--- src/lcst_pkg.sv ---
`default_nettype none

package lcst_pkg;

  // Tracker geometry
  localparam int TRACK_DEPTH = 16;
  localparam int KEY_BITS    = 64;

  // Port widths fixed by the interface
  localparam int IN_KEY_W    = 64;
  localparam int OUT_SLOT_W  = 4;

  // Derived widths
  localparam int SLOT_W      = $clog2(TRACK_DEPTH);
  localparam int FILL_W      = $clog2(TRACK_DEPTH + 1);

  // One position of the recency chain
  typedef struct packed {
    logic                valid;
    logic [KEY_BITS-1:0] key;
    logic [SLOT_W-1:0]   slot;
  } entry_t;

  // Lookup result rippling down the chain
  typedef struct packed {
    logic              hit;
    logic [SLOT_W-1:0] slot;
  } probe_t;

endpackage

`default_nettype wire

--- src/lcst_cell.sv ---
`default_nettype none

module lcst_cell (
  input  wire logic                        clk,
  input  wire logic                        rst_n,
  input  wire logic                        load,
  input  wire logic [lcst_pkg::KEY_BITS-1:0] probe_key,
  input  wire lcst_pkg::entry_t            prev_i,
  output lcst_pkg::entry_t                 cell_o,
  input  wire lcst_pkg::probe_t            chain_i,
  output lcst_pkg::probe_t                 chain_o
);
  import lcst_pkg::*;

  logic                valid_r;
  logic [KEY_BITS-1:0] key_r;
  logic [SLOT_W-1:0]   slot_r;
  logic                match;
  logic                take;

  // Compare this position against the probe key
  assign match = valid_r && (key_r == probe_key);

  // Pass the first match down the chain
  assign chain_o.hit  = chain_i.hit | match;
  assign chain_o.slot = chain_i.hit ? chain_i.slot : slot_r;

  // Shift from the neighbor unless the hit lies above this position
  assign take = load && !chain_i.hit;

  assign cell_o.valid = valid_r;
  assign cell_o.key   = key_r;
  assign cell_o.slot  = slot_r;

  // Hold valid mark
  always_ff @(posedge clk) begin
    if (!rst_n) begin
      valid_r <= 1'b0;
    end else if (take) begin
      valid_r <= prev_i.valid;
    end
  end

  // Hold key and slot
  always_ff @(posedge clk) begin
    if (take) begin
      key_r  <= prev_i.key;
      slot_r <= prev_i.slot;
    end
  end

endmodule

`default_nettype wire

--- src/lru_connection_slot_tracker.sv ---
`default_nettype none

// LRU connection slot tracker. Each input word carries a peer key; the block
// answers with one output word: whether the key was already tracked, the
// handle slot now holding it, and, when the table was full on a miss, the
// key of the least-recent entry that gave up its slot. The recency order
// lives in a row of cells, one per position, most recent first; every
// lookup compares all cells at once and shifts the row by one position in
// the same cycle, on a hit only down to the hit cell. One word is accepted
// per cycle while in_ready is high, its answer registered; a new word is
// taken while the previous answer is still being taken, as long as the
// output register drains. Reset clears valid marks, fill count, out_valid.
module lru_connection_slot_tracker (
  input  wire logic                          clk,
  input  wire logic                          rst_n,
  input  wire logic                          in_valid,
  output logic                               in_ready,
  input  wire logic [lcst_pkg::IN_KEY_W-1:0] in_peer_key,
  output logic                               out_valid,
  input  wire logic                          out_ready,
  output logic                               out_hit,
  output logic [lcst_pkg::OUT_SLOT_W-1:0]    out_slot_index,
  output logic                               out_evicted,
  output logic [lcst_pkg::IN_KEY_W-1:0]      out_evicted_key
);
  import lcst_pkg::*;

  entry_t              ent [TRACK_DEPTH];
  entry_t              prev [TRACK_DEPTH];
  probe_t              chain [TRACK_DEPTH+1];
  entry_t              new_ent;
  logic [KEY_BITS-1:0] key;
  logic                accept;
  logic                full;
  logic                evict;
  logic [SLOT_W-1:0]   slot_nxt;
  logic [FILL_W-1:0]   fill_r;

  logic                    out_valid_r;
  logic                    out_hit_r;
  logic [OUT_SLOT_W-1:0]   out_slot_index_r;
  logic                    out_evicted_r;
  logic [IN_KEY_W-1:0]     out_evicted_key_r;

  assign key      = in_peer_key[KEY_BITS-1:0];
  assign in_ready = !out_valid_r || out_ready;
  assign accept   = in_valid && in_ready;

  // Table is full once the tail position holds a valid entry
  assign full  = ent[TRACK_DEPTH-1].valid;
  assign evict = !chain[TRACK_DEPTH].hit && full;

  // Pick the slot for the head entry
  always_comb begin
    if (chain[TRACK_DEPTH].hit) begin
      slot_nxt = chain[TRACK_DEPTH].slot;
    end else if (full) begin
      slot_nxt = ent[TRACK_DEPTH-1].slot;
    end else begin
      slot_nxt = fill_r[SLOT_W-1:0];
    end
  end

  assign new_ent.valid = 1'b1;
  assign new_ent.key   = key;
  assign new_ent.slot  = slot_nxt;

  assign chain[0] = '0;

  // Row of recency cells, head first
  for (genvar i = 0; i < TRACK_DEPTH; i++) begin : g_cell
    if (i == 0) begin : g_head
      assign prev[i] = new_ent;
    end else begin : g_body
      assign prev[i] = ent[i-1];
    end
    lcst_cell u_cell (
      .clk       (clk),
      .rst_n     (rst_n),
      .load      (accept),
      .probe_key (key),
      .prev_i    (prev[i]),
      .cell_o    (ent[i]),
      .chain_i   (chain[i]),
      .chain_o   (chain[i+1])
    );
  end

  // Advance fill count on a miss with free room
  always_ff @(posedge clk) begin
    if (!rst_n) begin
      fill_r <= '0;
    end else if (accept && !chain[TRACK_DEPTH].hit && !full) begin
      fill_r <= fill_r + FILL_W'(1);
    end
  end

  // Output word valid
  always_ff @(posedge clk) begin
    if (!rst_n) begin
      out_valid_r <= 1'b0;
    end else if (accept) begin
      out_valid_r <= 1'b1;
    end else if (out_ready) begin
      out_valid_r <= 1'b0;
    end
  end

  // Output word payload
  always_ff @(posedge clk) begin
    if (accept) begin
      out_hit_r         <= chain[TRACK_DEPTH].hit;
      out_slot_index_r  <= OUT_SLOT_W'(slot_nxt);
      out_evicted_r     <= evict;
      out_evicted_key_r <= evict ? IN_KEY_W'(ent[TRACK_DEPTH-1].key) : '0;
    end
  end

  assign out_valid       = out_valid_r;
  assign out_hit         = out_hit_r;
  assign out_slot_index  = out_slot_index_r;
  assign out_evicted     = out_evicted_r;
  assign out_evicted_key = out_evicted_key_r;

endmodule

`default_nettype wire
--- config.mk ---
export PLATFORM = sky130hd
export DESIGN_NAME = lru_connection_slot_tracker
export DESIGN_NICKNAME = d
export VERILOG_FILES = /design/src/lcst_pkg.sv /design/src/lcst_cell.sv /design/src/lru_connection_slot_tracker.sv
export SDC_FILE = /design/constraint.sdc
export NUM_CORES = 2
export LEC_CHECK = 0
export ABC_CLOCK_PERIOD_IN_PS = 13320
export BUFFER_PORTS_ARGS = -buffer_cell sky130_fd_sc_hd__buf_4
export CAP_MARGIN = 15
export CORE_UTILIZATION = 35
export DETAILED_ROUTE_END_ITERATION = 10
export SYNTH_ARGS = -nofsm -noshare
export SYNTH_HDL_FRONTEND = slang
export SYNTH_HIERARCHICAL = 1
export SYNTH_SLANG_ARGS = --single-unit
export TNS_END_PERCENT = 20
--- constraint.sdc ---
create_clock -name clk -period 13.32 [get_ports clk]
set_input_delay 1.332 -clock clk [delete_from_list [all_inputs] [get_ports clk]]
set_output_delay 1.332 -clock clk [all_outputs]
set_load 0.02 [all_outputs]
==> After elaboration in Yosys (flattened, before gate mapping) <==
Cells that the tools add are included.
{ "totals": {"ff_bits": 1176, "in_bits": 68, "latchBits": 0, "output_inout_bits": 72, "mem_bits_ro": 0, "mem_count": 0, "wordCells": 161, "ram_bits": 0} }
{ "classes": {"n_bitwise": 15, "shift": 0, "mul": 0, "n_lt_le_gt_ge": 0, "mux": 19, "reduce_logical": 56, "n_eq_ne": 17, "add_sub_neg": 1, "n_div": 0} }
{ "ops": {"columns": ["cell", "n"], "rows": [
  ["64-bit == test", 16],
  ["4-bit two-way mux", 17],
  ["1-bit logical AND", 35],
  ["1-bit zero test", 18],
  ["16-bit != test, second input constant", 1],
  ["1-bit OR", 15],
  ["5-bit by 1-bit adder with 5-bit output, second input constant", 1],
  ["1-bit two-way mux", 2],
  ["2-bit AND reduction", 1],
  ["2-bit nonzero test", 1],
  ["1-bit logical OR", 1]
]} }

==> Longest topological paths before layout <==
{ "depth": {"depth_word": 20, "mapped_depth": 40, "ltp_nobuf": 38} }

==> Modules after synthesis <==
The synthesis kept the hierarchy.
{ "modules_own_cells": {"columns": ["mod", "instances", "area_each_um2", "cells_each", "seq_area_each_um2"], "rows": [
  ["lcst_cell", 16, 2886.5, 177, 2062.0],
  ["lru_connection_slot_tracker", 1, 2929.1, 186, 2202.1]
]} }

==> Least setup slack after synthesis <==
No wires, ideal clock.
{ "synth_path": {"path_type": "input to register", "startpoint": "in out_ready", "endpoint": "reg g_cell[10].u_cell.valid_r", "path_stages": 5, "setup_time_ps": 122, "setup_slack_ps": 4495, "n_path_buf": 0, "t_arrival_ps": 8703, "required_ps": 13198, "cell_sequence": "and2b_1 nor2b_1 nor2b_1 mux2i_1 nor2b_1"} }
{ "synth_via": {"elab_chain_len": 3} }
{ "synth_lines": {"columns": ["element", "line_no", "source"], "rows": [
  ["start, declared", "lru_connection_slot_tracker.sv:20", "input wire logic out_ready,"],
  ["1-bit logical OR", "lru_connection_slot_tracker.sv:46", "assign in_ready = !out_valid_r || out_ready;"],
  ["1-bit logical AND", "lru_connection_slot_tracker.sv:47", "assign accept = in_valid && in_ready;"],
  ["via accept", "lru_connection_slot_tracker.sv:33", "logic accept;"],
  ["1-bit logical AND", "lcst_cell.sv:29", "assign take = load && !chain_i.hit;"],
  ["via g_cell[10].u_cell.take", "lcst_cell.sv:19", "logic take;"],
  ["end signal, assigned", "lcst_cell.sv:40", "valid_r <= prev_i.valid;"],
  ["end, declared", "lcst_cell.sv:15", "logic valid_r;"]
]} }
The timed path passes the listed nets, and every way through them passes these cells.
A chain may end at the register's enable or synchronous reset.

==> metrics.md <==
| Metric | Value |
|---|---|
| Status | `finished, final reports clean` |
| Slew Limit Headroom | `0.362` |
| Max Slew Vio Count | `0` |
| #FFs+latches synth | `1179` |
| Clock Tree Buf Depth | `3` |
| Synth-to-Final Area Change | `15.1%` |
| XOR/XNOR Fraction of Synth Area | `0.146` |
| Total GRT Usage | `0.134` |
| Skew-Pair Late Insertion Delay | `710 ps` |
| FF/Latch Area | `35200 um^2` |
| Switch Pwr | `1.76 mW` |
| GP Congestion | `0.825` |
| Drt total wl | `95000 um` |
| Drc violations | `0` |
| Initial DRC count | `1331` |
| Sequential area share after synthesis | `0.717` |
| Rows | `137` |
| Clk pwr share | `0.405` |
| Leak | `18.6 nW` |
| Synth cell types | `40` |
| WL/cell | `18.1 um` |
| Largest net degree at the start of global routing | `70` |
| Ys async rst share | `0` |
| CP endpoint kind | `register` |
| Hold buffer count at cts | `0` |
| Worst min path class | `register to register` |
| Post-Synth Simple-Gate Area | `0.0586` |
| Io pins | `140` |
| Vias in the first global route | `25064` |
| Post-synth EDFFs | `1158` |
| Comb pwr share | `0.063` |
| Share of cells above drive strength 1 | `0.134` |
| TritonCTS Sinks | `1179` |
| CTS tree | `built` |
| Final setup viols | `0` |
| Antenna diode instance count | `0` |
| Synth warn | `6` |
| H-tree depth | `3` |
| Multi-input logic area | `13100 um^2` |
| Layout Skew | `31.1 ps` |
| CTS root buf | `clkbuf_16` |
| Period minus WS final | `8500 ps` |
| Std-Cell Core Area | `139000 um^2` |
| Compound-gate portion of the synthesized area | `0.0385` |
| Maximum VDD drop | `0.102 mV` |
| Num CTS Buffers | `118` |
| FMAX | `118 MHz` |
| Global-route wire length before repair | `146000 um` |
| Power per cell area | `144 nW/um^2` |
| Crit Path Max Fanout | `55` |
| Synth Area per Inst | `16.3 um^2` |
| Period utilization | `0.639` |
| Gate Count Post-Synth | `3018` |
| Flop pwr share | `0.532` |
| Port Buffers | `139` |
| Largest stage delay on the critical path | `820 ps` |
| Vias/cell | `4.65` |
| Post-synth top flop | `edfxtp_1` |
| Initial core utilization | `0.352` |
| Startpoint class of the critical path | `input pin` |
| Adder-cell share of the synthesized area | `0.000255` |
| Hold Path Cell Cnt | `0` |
| Detailed Place HPWL | `71300 um` |
| Post-route ant nets | `0` |
| Worst r2r path cells | `39` |
| Vias | `24469` |
| Cell at the slowest stage of the critical path | `o41ai_2` |
| # Post-CTS Setup Buffers | `0` |
| Final net count | `3350` |
| Mapped cell area | `49100 um^2` |
| Switching share of total power | `0.216` |
| WS Path Type | `input pin to register` |
| Max-cap violations | `0` |
| Worst Path Arrival | `8970 ps` |
| Worst Path Required | `13780 ps` |
| GRT overflow | `0` |
| TNS Setup | `0 ps` |
| Die area | `142000 um^2` |
| Worst Tran Pin Value | `955 ps` |
| Clk slew on worst S/H paths | `60 ps` |
| Filler cells | `12573` |
| Initial antenna violation count | `15` |
| Main combinational cell family by area after synthesis | `XOR/XNOR gates` |
| Die height | `377 um` |
| Final hold slack | `442 ps` |
| Endpoints failing hold | `0` |
| Resized cells post-CTS | `0` |
| Post-synthesis mux area share | `0.0196` |
| Die Width | `377 um` |
| CP dominant cell by count | `o41ai_2` |
| Internal | `6.38 mW` |
| TritonRoute pass-1 iters | `6` |
| RSZ-0062 raised after global routing | `no` |
kinds of logic after synthesis:
kind of cell             Yosys count
flip-flops                      1179
XOR/XNOR                         816
AND/OR/NAND/NOR                  452
buffers and inverters            251
AO/OA/AOI/OAI                    229
multiplexers                      88
other                              2
adder cells (fa/ha/maj)            1
final timing paths:
check                                                           from  slack (ps)                                    to
worst max-delay path                                  in_peer_key[6]        4820      out_evicted_key[2]$_SDFFCE_PN0P_
worst min-delay path            g_cell[3].u_cell/slot_r[3]$_DFFE_PP_         440  g_cell[4].u_cell/slot_r[3]$_DFFE_PP_
worst max register to register  g_cell[0].u_cell/key_r[12]$_DFFE_PP_        5300      out_evicted_key[2]$_SDFFCE_PN0P_
worst min register to register  g_cell[3].u_cell/slot_r[3]$_DFFE_PP_         440  g_cell[4].u_cell/slot_r[3]$_DFFE_PP_
state kept, by name, indices dropped and copies added (netlist names):
signal,cells
out_valid,1
g_cell.u_cell/valid_r,16
g_cell.u_cell/key_r,1024
fill_r,4
g_cell.u_cell/slot_r,64
out_evicted_key,64
out_evicted,1
out_slot_index,4
out_hit,1
critical path: cells and delay by family:
| kind | cells | cell delay [ps] |
|---|---|---|
| compound gates | 16 | 3320 |
| simple gates | 5 | 1450 |
| buf+inv | 18 | 2680 |
| xor+xnor | 1 | 160 |
placed cells by master, fill, tap and decap left out, types with 96 or more instances in the layout:
cell and count:
edfxtp_1 1158, xnor2_1 480, xor2_1 336, inv_1 209, nand4_1 160, buf_4 158
clkbuf_16 120, nor4_1 96
power by group through the flow:
stage               Clock, mW  Sequential (mW)  Combinational (mW)
floorplan                   0             4.40               0.306
global placement            0             4.40               0.510
detailed placement          0             4.41               0.519
CTS                      3.39             4.33               0.522
global route             3.52             4.34               0.566
finish                   3.30             4.33               0.514
metrics by stage:
stage / setup WS (ps) / util / power (mW) / cell area, um^2 / std cells
after global routing: 4060 / 0.406 / 8.43 / 56500 / 5260
after detailed placement: 3950 / 0.378 / 4.92 / 52600 / 5035
after global placement: 4150 / 0.378 / 4.91 / 52600 / 5035
after floorplan: 4500 / - / 4.71 / 49100 / 3027
final: 4820 / 0.406 / 8.14 / 56500 / 5260
after CTS: 4730 / 0.405 / 8.24 / 56500 / 5258
cell usage after synthesis, types with 2 or more instances:
cell | count | share of area
edfxtp_1 | 1158 | 0.71
nor4b_1 | 16 | 0.0029
o21ai_1 | 16 | 0.0016
inv_2 | 16 | 0.0012
nand4_1 | 160 | 0.020
a22oi_1 | 16 | 0.0024
clkbuf_2 | 4 | 0.00041
o41ai_2 | 16 | 0.0053
o22ai_1 | 64 | 0.0082
a221oi_1 | 32 | 0.0057
nor2b_1 | 33 | 0.0042
dfxtp_1 | 21 | 0.0086
nor4_2 | 16 | 0.0041
inv_1 | 209 | 0.016
mux2_2 | 64 | 0.015
o2bb2ai_1 | 64 | 0.011
nand2_1 | 9 | 0.00069
o21ai_0 | 4 | 0.00041
nor4_1 | 96 | 0.012
mux2i_1 | 24 | 0.0049
clkbuf_1 | 2 | 0.00015
nor2_1 | 32 | 0.0024
nand3_1 | 17 | 0.0017
nand2b_1 | 3 | 0.00038
xor2_1 | 336 | 0.060
xnor2_1 | 480 | 0.086
conb_1 | 2 | 0.00015
and2_1 | 64 | 0.0082
buf_4 | 18 | 0.0028
a222oi_1 | 16 | 0.0033
routing by layer:
metal / vias up / share of wire / GRT usage
li1: 11876 / - / -
met1: 11976 / 0.45 / 0.173
met2: 440 / 0.48 / 0.225
met3: 151 / 0.044 / 0.0263
met4: 26 / 0.024 / 0.0439
met5: - / 0.0017 / 0
cell type report:
type	count	area share
Timing Repair Buffer	160	0.0215
Inverter	225	0.0149
Sequential cell	1179	0.623
Clock buffer	149	0.0557
Tap cell	1876	0.0415
Multi-Input combinational cell	1597	0.231
Clock inverter	74	0.0127
No activity file was read; power rests on OpenSTA's default activity.
